<file path="src/design/bei_pkg.sv">
// shared types and constants for the breakpoint envelope interpolator
`default_nettype none
package bei_pkg;

   localparam int MAX_POINTS_DEFAULT = 64;
   localparam int STAMP_W = 31;
   localparam int LEVEL_W = 32;
   localparam int COUNT_W = 7;
   localparam int SLOT_W = 6;
   localparam int DIFF_W = 33;
   localparam int PROD_W = 64;
   localparam int QUO_W = 33;
   localparam int DIV_CNT_W = 6;
   localparam int CSR_ADDR_W = 2;
   localparam int CSR_DATA_W = 32;

   localparam logic OP_WRITE = 1'b0;
   localparam logic OP_QUERY = 1'b1;

   localparam logic [CSR_ADDR_W-1:0] CSR_NUM_POINTS = 2'd0;

   typedef enum logic [3:0] {
      ST_IDLE,
      ST_ENDS_RD,
      ST_ENDS_EV,
      ST_WALK_RD0,
      ST_WALK_EV0,
      ST_WALK_RDF,
      ST_WALK_EVF,
      ST_WALK_RDB,
      ST_WALK_EVB,
      ST_MUL_PREP,
      ST_MUL,
      ST_DIV_INIT,
      ST_DIV,
      ST_FINAL,
      ST_RESULT
   } state_type;

   typedef enum logic [1:0] {
      RES_ZERO,
      RES_A,
      RES_B,
      RES_CALC
   } res_sel_type;

   typedef struct packed {
      logic        accept_write;
      logic        accept_query;
      logic        sel_ends;
      logic        idx_start;
      logic        idx_inc;
      logic        idx_dec;
      logic        seg_zero;
      logic        seg_last;
      logic        seg_idx;
      logic        res_load;
      res_sel_type res_sel;
      logic        prep;
      logic        mul;
      logic        div_init;
      logic        div_step;
      logic        out_load;
   } cmd_type;

   typedef struct packed {
      logic size_zero;
      logic size_lt2;
      logic t_neg;
      logic t_ge_b;
      logic t_gt_b;
      logic back_more;
      logic span_bad;
      logic div_last;
      logic out_free;
   } status_type;

endpackage
`default_nettype wire

</file>
<file path="src/design/bei_controller.sv">
// sequencing state machine for writes, end checks, segment walk and division
`default_nettype none
module bei_controller (
   input  wire logic                clock,
   input  wire logic                reset,
   input  wire logic                req_valid,
   output logic                     req_ready,
   input  wire logic                req_opcode,
   input  wire bei_pkg::status_type st,
   output bei_pkg::cmd_type         cmd
);
   import bei_pkg::*;

   state_type state_ff, state_in;

   always_ff @(posedge clock) begin
      if (reset) begin
         state_ff <= ST_IDLE;
      end else begin
         state_ff <= state_in;
      end
   end

   always_comb begin
      state_in = state_ff;
      cmd = '0;
      req_ready = 1'b0;
      case (state_ff)
         ST_IDLE: begin
            req_ready = 1'b1;
            if (req_valid) begin
               if (req_opcode == OP_QUERY) begin
                  cmd.accept_query = 1'b1;
                  state_in = ST_ENDS_RD;
               end else begin
                  cmd.accept_write = 1'b1;
               end
            end
         end
         ST_ENDS_RD: begin
            cmd.sel_ends = 1'b1;
            state_in = ST_ENDS_EV;
         end
         ST_ENDS_EV: begin
            cmd.sel_ends = 1'b1;
            if (st.size_zero) begin
               cmd.res_load = 1'b1;
               cmd.res_sel = RES_ZERO;
               cmd.seg_zero = 1'b1;
               state_in = ST_RESULT;
            end else if (st.size_lt2 || st.t_neg) begin
               cmd.res_load = 1'b1;
               cmd.res_sel = RES_A;
               cmd.seg_zero = 1'b1;
               state_in = ST_RESULT;
            end else if (st.t_ge_b) begin
               cmd.res_load = 1'b1;
               cmd.res_sel = RES_B;
               cmd.seg_last = 1'b1;
               state_in = ST_RESULT;
            end else begin
               cmd.idx_start = 1'b1;
               state_in = ST_WALK_RD0;
            end
         end
         ST_WALK_RD0: state_in = ST_WALK_EV0;
         ST_WALK_EV0: begin
            if (st.t_ge_b) begin
               cmd.idx_inc = 1'b1;
               state_in = ST_WALK_RDF;
            end else if (st.back_more) begin
               cmd.idx_dec = 1'b1;
               state_in = ST_WALK_RDB;
            end else begin
               state_in = ST_MUL_PREP;
            end
         end
         ST_WALK_RDF: state_in = ST_WALK_EVF;
         ST_WALK_EVF: begin
            if (st.t_gt_b) begin
               cmd.idx_inc = 1'b1;
               state_in = ST_WALK_RDF;
            end else begin
               state_in = ST_MUL_PREP;
            end
         end
         ST_WALK_RDB: state_in = ST_WALK_EVB;
         ST_WALK_EVB: begin
            if (st.back_more) begin
               cmd.idx_dec = 1'b1;
               state_in = ST_WALK_RDB;
            end else begin
               state_in = ST_MUL_PREP;
            end
         end
         ST_MUL_PREP: begin
            cmd.seg_idx = 1'b1;
            if (st.span_bad) begin
               cmd.res_load = 1'b1;
               cmd.res_sel = RES_B;
               state_in = ST_RESULT;
            end else begin
               cmd.prep = 1'b1;
               state_in = ST_MUL;
            end
         end
         ST_MUL: begin
            cmd.mul = 1'b1;
            state_in = ST_DIV_INIT;
         end
         ST_DIV_INIT: begin
            cmd.div_init = 1'b1;
            state_in = ST_DIV;
         end
         ST_DIV: begin
            cmd.div_step = 1'b1;
            if (st.div_last) begin
               state_in = ST_FINAL;
            end
         end
         ST_FINAL: begin
            cmd.res_load = 1'b1;
            cmd.res_sel = RES_CALC;
            state_in = ST_RESULT;
         end
         ST_RESULT: begin
            if (st.out_free) begin
               cmd.out_load = 1'b1;
               state_in = ST_IDLE;
            end
         end
         default: state_in = ST_IDLE;
      endcase
   end

   a_query_starts: assert property (@(posedge clock) disable iff (reset)
      (state_ff == ST_IDLE && req_valid && req_opcode == OP_QUERY) |=> state_ff == ST_ENDS_RD)
      else $error("query did not start the end check");
   a_div_ends: assert property (@(posedge clock) disable iff (reset)
      (state_ff == ST_DIV && st.div_last) |=> state_ff == ST_FINAL)
      else $error("division did not finish");
   a_result_held: assert property (@(posedge clock) disable iff (reset)
      (state_ff == ST_RESULT && !st.out_free) |=> state_ff == ST_RESULT)
      else $error("result left while output busy");

endmodule
`default_nettype wire

</file>
<file path="config.mk">
export PLATFORM = sky130hd
export DESIGN_NAME = bei_controller
export DESIGN_NICKNAME = d
export VERILOG_FILES = /design/src/design/bei_pkg.sv /design/src/design/bei_controller.sv
export SDC_FILE = /design/constraint.sdc
export NUM_CORES = 1
export LEC_CHECK = 0
export ABC_AREA = 1
export CAP_MARGIN = 20
export CORE_AREA = 2 2 39 41
export CTS_BUF_LIST = sky130_fd_sc_hd__clkbuf_4 sky130_fd_sc_hd__clkbuf_8
export DETAILED_ROUTE_END_ITERATION = 6
export DIE_AREA = 0 0 41 43
export DONT_BUFFER_PORTS = 1
export PLACE_DENSITY_LB_ADDON = 0.3
export REMOVE_ABC_BUFFERS = 1
export SLEW_MARGIN = 10
export SYNTH_ARGS = -nofsm -noshare
export SYNTH_HDL_FRONTEND = slang
export SYNTH_SLANG_ARGS = --single-unit
export TNS_END_PERCENT = 100
</file>
<file path="constraint.sdc">
create_clock -name clock -period 1.7 [get_ports clock]
set_input_delay 0.085 -clock clock [delete_from_list [all_inputs] [get_ports clock]]
set_output_delay 0.085 -clock clock [all_outputs]
set_load 0.03 [all_outputs]
</file>
==> results of run 1 <==
-- through the flow --
step	cell area, µm²	hold WS (ns)	setup WS, ns	std cells
floorplan	617	0.147	0.0626	112
global placement	734	0.148	0.341	141
detailed placement	734	0.150	0.338	141
CTS	767	0.137	0.0741	145
global route	772	0.166	0.00814	145
finish	772	0.138	0.108	145
-- synth_stat cells --
cell type  number
nor2_1         19
a21oi_1         2
nand2_2         4
a21o_1          1
nor2_2          4
nor2_4          5
a31oi_1         2
o21ai_0         2
a21oi_2         2
a211oi_1        1
nand3_1         9
dfxtp_1         4
nand2_4         2
o32ai_1         1
nor3_1          2
inv_1          18
inv_2           4
nand3_2         2
nand2_1        28
-- metal layers --
metal / vias to the layer above / wire length [µm]
li1: 382 / -
met1: 310 / 646
met2: 21 / 743
met3: 2 / 81
met4: 0 / 22
met5: - / 0
-- layout make-up --
cell class / instances / share of cell area
clock buffer: 3 / 0.0292
inverter: 22 / 0.107
multi-input combinational: 86 / 0.592
sequential: 4 / 0.107
tap: 16 / 0.0259
timing repair buffer: 14 / 0.139
-- final timing paths --
kind / cells past startpoint / end / slack [ns]
min reg2reg: 5 / state_ff[1]$_SDFFE_PP0P_ / 0.74
min: 4 / state_ff[0]$_SDFFE_PP0P_ / 0.14
max reg2reg: 9 / state_ff[2]$_SDFFE_PP0P_ / 0.39
max: 6 / cmd[5] / 0.11
-- worst max-delay path, cell delays in order (launching register included) --
cell and delay (ns):
dfxtp_1 0.39, inv_2 0.15, nand2_4 0.10, nor2_4 0.13, inv_1 0.07, o32ai_1 0.22
buf_4 0.20
-- placed cells by master, fill, tap and decap left out, types with 2 or more instances in the layout --
cell / n
nand2_2: 5
nand3_1: 9
buf_4: 13
a21oi_1: 2
inv_2: 4
nand3_2: 2
inv_1: 18
nor2_2: 4
nor2_4: 5
dfxtp_2: 2
nand2_1: 27
a31oi_1: 2
nor2_1: 19
a21oi_2: 2
o21ai_0: 2
nand2_4: 2
dfxtp_1: 2
nor3_1: 2
clkbuf_4: 3
-- power by group --
group | total [mW] | switching (mW) | internal (mW)
registers | 0.191 | 0.0595 | 0.132
logic | 0.877 | 0.611 | 0.267
clock network | 0.125 | 0.0457 | 0.0794
total | 1.19 | 0.716 | 0.478
-- kinds of logic after synthesis --
kind of cell,after synthesis,share of synthesized area
AND/OR/NAND/NOR,75,0.617
flip-flops,4,0.130
buffers and inverters,22,0.134
AO/OA/AOI/OAI,11,0.120
-- repair_timing --
item | in CTS | in global routing
setup endpoints to repair | 0 | 2
resized for setup | 0 | 3
hold endpoints to repair | 4 | 0
hold buffers | 1 | 0
==> results.md, run 1 <==
* Tightest Pin Transition at 0.299 ns
* Share of cells above drive strength 1 at 0.326
* Crit. End Element: primary output
* Post-synthesis cell count at about 110
* Htree depth at 1
* Largest cells by area after synthesis: nand2_1, dfxtp_1, nor2_1
* Buffers on Ports at 0
* GRT met2 Usage at 0.325
* Sequential cell area at 82.6 µm²
* Max FFs per register at 4
* Worst Path Required at 1.62 ns
* Die H at roughly 43 µm
* Worst Min Path Start: st[1]
* Worst Setup SP: state_ff[2]$_SDFFE_PP0P_
* Synth top area share at 0.170
* Root buf cell: clkbuf_4
* CP startpoint kind: register
* TritonCTS buffer count at 3
* Final Skew at 0.00748 ns
* Avg Synthesized Cell Area at 5.51 µm²
* Area delta synth->final at 25.2%
* Sum Neg Setup Slack at 0 ns
* Synth Register Bits at 4
* CTS tree: built
* # setup viols final at 0
* Fin util at 0.558
* Die Area at 1760 µm²
* Placer Congestion at between 0.8 and 0.9
* Detailed Place HPWL at 1290 µm
* Fill cells at between 100 and 150
* Global-route wire length before repair at 2420 µm
* Max_cap viols at 0
* DRT iter0 DRCs at 10
* Worst IR Drop VDD at 0.829 mV
* Post CTS Setup Buffer Count at 0
* RR Startpoint: state_ff[2]$_SDFFE_PP0P_
* Worst skew pair latency at 0.25 ns
* Synth Warn # at 0
* Nets at 144
* Most flop-heavy register: state_ff
* Routed len/inst at 10.3 µm
* Slew HR at 0.800
* DRC at 0
* Gr usage total at 0.198
* Outcome: finished clean
* Post-Route WL at 1490 µm
* Fin crit share at 0.937
* Antenna cell count at 0
* Static leakage at 0.446 nW
* Die width at slightly above 40 µm
* Clk sink count at 4
* Via count at 715
* Dominant cell type by area after synthesis: nand2_1
* Number of global-route vias before repair at approximately 610
* Min cycle time layout at 1.59 ns
* Synth unique cells at 19
* Gr busiest metal: met2
* Worst-path clk slew at 0.04 ns
* TritonRoute pass-1 iters at 4
* Cell Pwr Density at 1550 nW/µm²
* Worst Path Arrival at 1.51 ns
* Starting Density at 0.446
* Max Freq at ~0.63 GHz
* Global routing usage on met1 at 0.241
* Met3 GRT Util at 0.0471
* Crit-path max FO at 6
* Largest registers: state_ff: 4 flops
* Total power at 1.19 mW
* # rows at 14
* Setup CP Type: reg2out
* Max Root-Sink Buffers at 2
* Placeable Area at ~1400 µm²
* Hold violation count in the final report at 0
* Largest net degree at the start of global routing at 7
* Io pins at 31
* RSZ-0062 raised after global routing: false
* Total global routing overflow at 0
* Sequential area share after synthesis at 0.130
* Detailed-route vias per instance at 4.93
* Final Max Slew Viols at 0
* Worst hold path type: in2reg
* Mapped Area at 617 µm²
* Antenna Violating Nets Remaining at 0
* Area occupied by multi-input gates at 457 µm²
* Initial antenna violation count at 0
Note: power is estimated with default switching activity, not from simulation.
==> run 2, diff against run 1 <==
Settings changed: CAP_MARGIN 20 to unset, SETUP_SLACK_MARGIN set to 0.2.
==> results.md, run 2 (synthesized netlist as in run 1, its figures left out) <==
* Global routing usage on met1 at 0.238
* Initial antenna violation count at 0
* Gr busiest metal: met2
* Worst Path Required at 1.62 ns
* Met3 GRT Util at 0.0471
* Gr usage total at 0.197
* Most frequent cells in the layout: nand2_1, nor2_1, inv_1
* Worst hold path type: in2reg
* Max Root-Sink Buffers at 2
* DRT iter0 DRCs at 16
* Total power at between 1 and 1.5 mW
* Worst skew pair latency at ~0.25 ns
* Clk sink count at 4
* Detailed Place HPWL at 1290 µm
* Slew HR at 0.811
* GRT met2 Usage at 0.325
* Cell Pwr Density at 1560 nW/µm²
* Sequential power share at 0.174
* Setup CP Type: reg2out
* Hold WS at 0.125 ns
* # setup viols final at 0
* Max Freq at 0.684 GHz
* Placer Congestion at slightly above 0.8
* Most flop-heavy register: state_ff
* Starting Density at 0.446
* Final Skew at approximately 0.009 ns
* # rows at 14
* Detailed-route vias per instance at 5.13
* Switching share of power at 0.589
* Io pins at 31
* Nets at ~150
* Placed instance area at 734 µm²
* Total global routing overflow at 0
* Crit. End Element: primary output
* Die H at 43 µm
* Cells on Worst Hold Path at 4
* Internal at 554 µW
* Fin util at 0.623
* Placeable Area at 1380 µm²
* Number of global-route vias before repair at 610
* Buffers on Ports at 0
* Min cycle time layout at 1.46 ns
* Antenna cell count at 0
* Switching pwr at between 700 and 800 µW
* Largest net degree at the start of global routing at 7
* Largest registers: state_ff: 4 flops
* Post-Place Cells at 141
* Worst Path Arrival at 1.38 ns
* Final Worst Setup Slack at 0.237 ns
* Area delta synth->final at 39.8%
* Die Area at 1760 µm²
* R2R depth at 8
* DRC at 0
* TritonCTS buffer count at 3
* Max FFs per register at 4
* Antenna Violating Nets Remaining at 0
* Outcome: finished clean
* CP startpoint kind: register
* Final Max Slew Viols at 0
* RSZ-0062 raised after global routing: true
* Clock share of power at 0.094
* Share of cells above drive strength 1 at 0.386
* Commonest non-fill, non-tap cell in the layout: nand2_1
* Htree depth at 1
* Pre-CTS setup slack at ~0.34 ns
* Fin crit share at 0.860
* Root buf cell: clkbuf_4
* Die width at just over 40 µm
* Max_cap viols at 0
* Worst-path clk slew at 0.04 ns
* Comb power frac at 0.733
* CTS tree: built
* Tightest Pin Transition at 0.283 ns
* Worst IR Drop VDD at 0.999 mV
* Via count at ~760
* Routed len/inst at 11.3 µm
* Post-Route WL at 1670 µm
* Sum Neg Setup Slack at 0 ns
* Fin cells at 148
* Static leakage at 0.477 nW
* Final instance area at 862 µm²
* Hold violation count in the final report at 0
* Crit-path max FO at 6
* Global-route wire length before repair at 2410 µm
* TritonRoute pass-1 iters at 4
run 2: path summary, 6_finish.rpt:
check                                         startpoint                       end  slack (ns)
worst min-delay path                               st[1]  state_ff[0]$_SDFFE_PP0P_        0.12
worst max-delay path            state_ff[3]$_SDFFE_PP0P_                    cmd[5]        0.24
worst min register to register  state_ff[0]$_SDFFE_PP0P_  state_ff[1]$_SDFFE_PP0P_        0.72
worst max register to register  state_ff[2]$_SDFFE_PP0P_  state_ff[2]$_SDFFE_PP0P_        0.39
run 2: power by group through the flow:
stage	logic, mW	registers [mW]	clock network, mW
finish	0.988	0.234	0.126
global route	1.07	0.239	0.135
CTS	0.881	0.194	0.130
detailed placement	0.872	0.187	0
global placement	0.865	0.186	0
floorplan	0.695	0.177	0
run 2: critical path, stage by stage (launching register included):
cell	delay (ns)
dfxtp_4	0.37
inv_4	0.08
nand2_4	0.08
nor2_4	0.16
inv_2	0.05
o32ai_2	0.19
buf_4	0.20
run 2: area by class of cell:
class	instances	area [µm²]
clock buffer	3	22.5
fill	135	522
inverter	22	97.6
multi-input combinational	86	497
sequential	4	95.1
tap	16	20.0
timing repair buffer	17	130
run 2: repair_timing:
action                                  CTS  global route
pin swaps                                 1             4
hold endpoints to repair                  4             0
endpoints found under the setup margin    5             6
buffers inserted                          0             3
resized for setup                         5            19
hold buffers                              1             0
run 2: metal layers:
metal | part of all wire | vias to the layer above
met5 | 0 | -
met4 | 0.014 | 0
met3 | 0.057 | 2
met2 | 0.52 | 22
met1 | 0.41 | 342
li1 | - | 393
==> run 3, diff against run 2 <==
Settings changed: CELL_PAD_IN_SITES_DETAIL_PLACEMENT set to 0, CELL_PAD_IN_SITES_GLOBAL_PLACEMENT set to 2, CORE_AREA 2 2 39 41 to 2 2 48 50, DIE_AREA 0 0 41 43 to 0 0 50 52.
==> results.md, run 3 (synthesized netlist as in run 1, its figures left out) <==
* Commonest non-fill, non-tap cell in the layout: nand2_1
* Final Worst Setup Slack at 0.248 ns
* Routed len/inst at 10.3 µm
* Max Freq at 0.689 GHz
* Min cycle time layout at 1.45 ns
* Share of cells above drive strength 1 at 0.386
* Max_cap viols at 0
* Placeable Area at 2110 µm²
* Fill cells at 251
* TritonCTS buffer count at 3
* CTS tree: built
* Pre-CTS setup slack at about 0.34 ns
* Buffers on Ports at 0
* Outcome: finished clean
* RR Startpoint: state_ff[1]$_SDFFE_PP0P_
* # rows at 17
* Final Max Slew Viols at 0
* RSZ-0062 raised after global routing: true
* Antenna Violating Nets Remaining at 0
* Slew HR at 0.799
* Die H at 52 µm
* Setup CP Type: reg2out
* Post-Route WL at about 1700 µm
* Gr usage total at 0.130
* Via count at 725
* Nets at between 100 and 150
* Final Skew at 0.00174 ns
* R2r endpoint: state_ff[2]$_SDFFE_PP0P_
* Htree depth at 1
* CP startpoint kind: register
* Most frequent cells in the layout: nand2_1, nor2_1, inv_1
* Worst hold path type: in2reg
* TritonRoute pass-1 iters at 3
* Worst Path Arrival at 1.37 ns
* Tightest Pin Transition at 0.300 ns
* Worst-path clk slew at 0.04 ns
* Detailed Place HPWL at ~1400 µm
* Worst Path Required at 1.62 ns
* Detailed-route vias per instance at about 4.5
* Clk sink count at 4
* Global-route wire length before repair at around 2600 µm
* Sum Neg Setup Slack at 0 ns
* # setup viols final at 0
* Placer Congestion at 0.811
* Antenna cell count at 0
* Max FFs per register at 4
* R2R depth at 7
* Cell Pwr Density at 1510 nW/µm²
* Worst Setup SP: state_ff[2]$_SDFFE_PP0P_
* DRT iter0 DRCs at 10
* Total global routing overflow at 0
* Static leakage at roughly 0.48 nW
* Crit. End Element: primary output
* Worst setup path end: cmd[5]
* Worst skew pair latency at ~0.23 ns
* Fin crit share at 0.854
* Die width at 50 µm
* Hold violation count in the final report at 0
* Crit-path max FO at 5
* Setup slack, reg-to-reg at 0.46 ns
* Initial antenna violation count at 0
* Max Root-Sink Buffers at 2
* Area delta synth->final at 41.4%
* Largest net degree at the start of global routing at 7
* DRC at 0
* Largest registers: state_ff: 4 flops
* Starting Density at 0.293
* Root buf cell: clkbuf_4
* Most flop-heavy register: state_ff
* Io pins at 31
* Worst IR Drop VDD at 0.749 mV
* Number of global-route vias before repair at roughly 640
* Die Area at 2600 µm²
==> run 3: cell counts in the layout (fill, tap and decap cells not counted) <==
Identical to the previous run, type by type.
==> run 3: critical path, stage by stage (launching register included) <==
cell and delay, ns:
dfxtp_4 0.37, inv_6 0.09, nand2_8 0.07, nor2_4 0.15
inv_2 0.05, o32ai_2 0.20, buf_4 0.20
==> run 3: metrics by stage <==
step	std cells	util	instance area (µm²)	total power, mW	hold WS (ns)
global placement	153	0.356	749	1.08	0.150
floorplan	112	-	617	0.872	0.147
CTS	158	0.379	798	1.23	0.138
global route	160	0.414	872	1.43	0.167
finish	160	0.414	872	1.32	0.138
detailed placement	153	0.356	749	1.08	0.149
==> run 3: metal layers <==
metal	track usage	share of wire	vias up
li1	-	-	391
met1	0.147	0.46	321
met2	0.246	0.51	13
met3	0.0115	0.031	0
met4	0.0556	0	0
met5	0	0	-
==> run 3: worst min path at each step <==
stage	from	endpoint	slack, ns	depth (start not counted)
after floorplan	reset	state_ff[2]$_SDFFE_PP0P_	0.15	1
after global placement	reset	state_ff[2]$_SDFFE_PP0P_	0.15	1
after detailed placement	reset	state_ff[3]$_SDFFE_PP0P_	0.15	1
after CTS	st[1]	state_ff[0]$_SDFFE_PP0P_	0.14	4
after global routing	st[1]	state_ff[0]$_SDFFE_PP0P_	0.17	4
final	st[1]	state_ff[0]$_SDFFE_PP0P_	0.14	4
==> run 3: cell type report <==
cell class | count | area [µm²] | area share
Timing Repair Buffer | 17 | 130 | 0.149
Sequential cell | 4 | 90.1 | 0.103
Tap cell | 28 | 35.0 | 0.0402
Clock buffer | 3 | 22.5 | 0.0258
Multi-Input combinational cell | 86 | 497 | 0.570
Inverter | 22 | 97.6 | 0.112
==> run 3: timing repair <==
item	4_1_cts	5_1_grt
pin swaps	0	3
setup endpoints to repair	6	5
hold buffers	1	0
hold endpoints to repair	4	0
buffers inserted	1	2
resized for setup	5	16
==> run 3: report_power, final <==
part	total (mW)	switching, mW	internal (mW)
logic	0.987	0.661	0.325
registers	0.221	0.0812	0.140
clock network	0.113	0.0346	0.0787
total	1.32	0.777	0.544
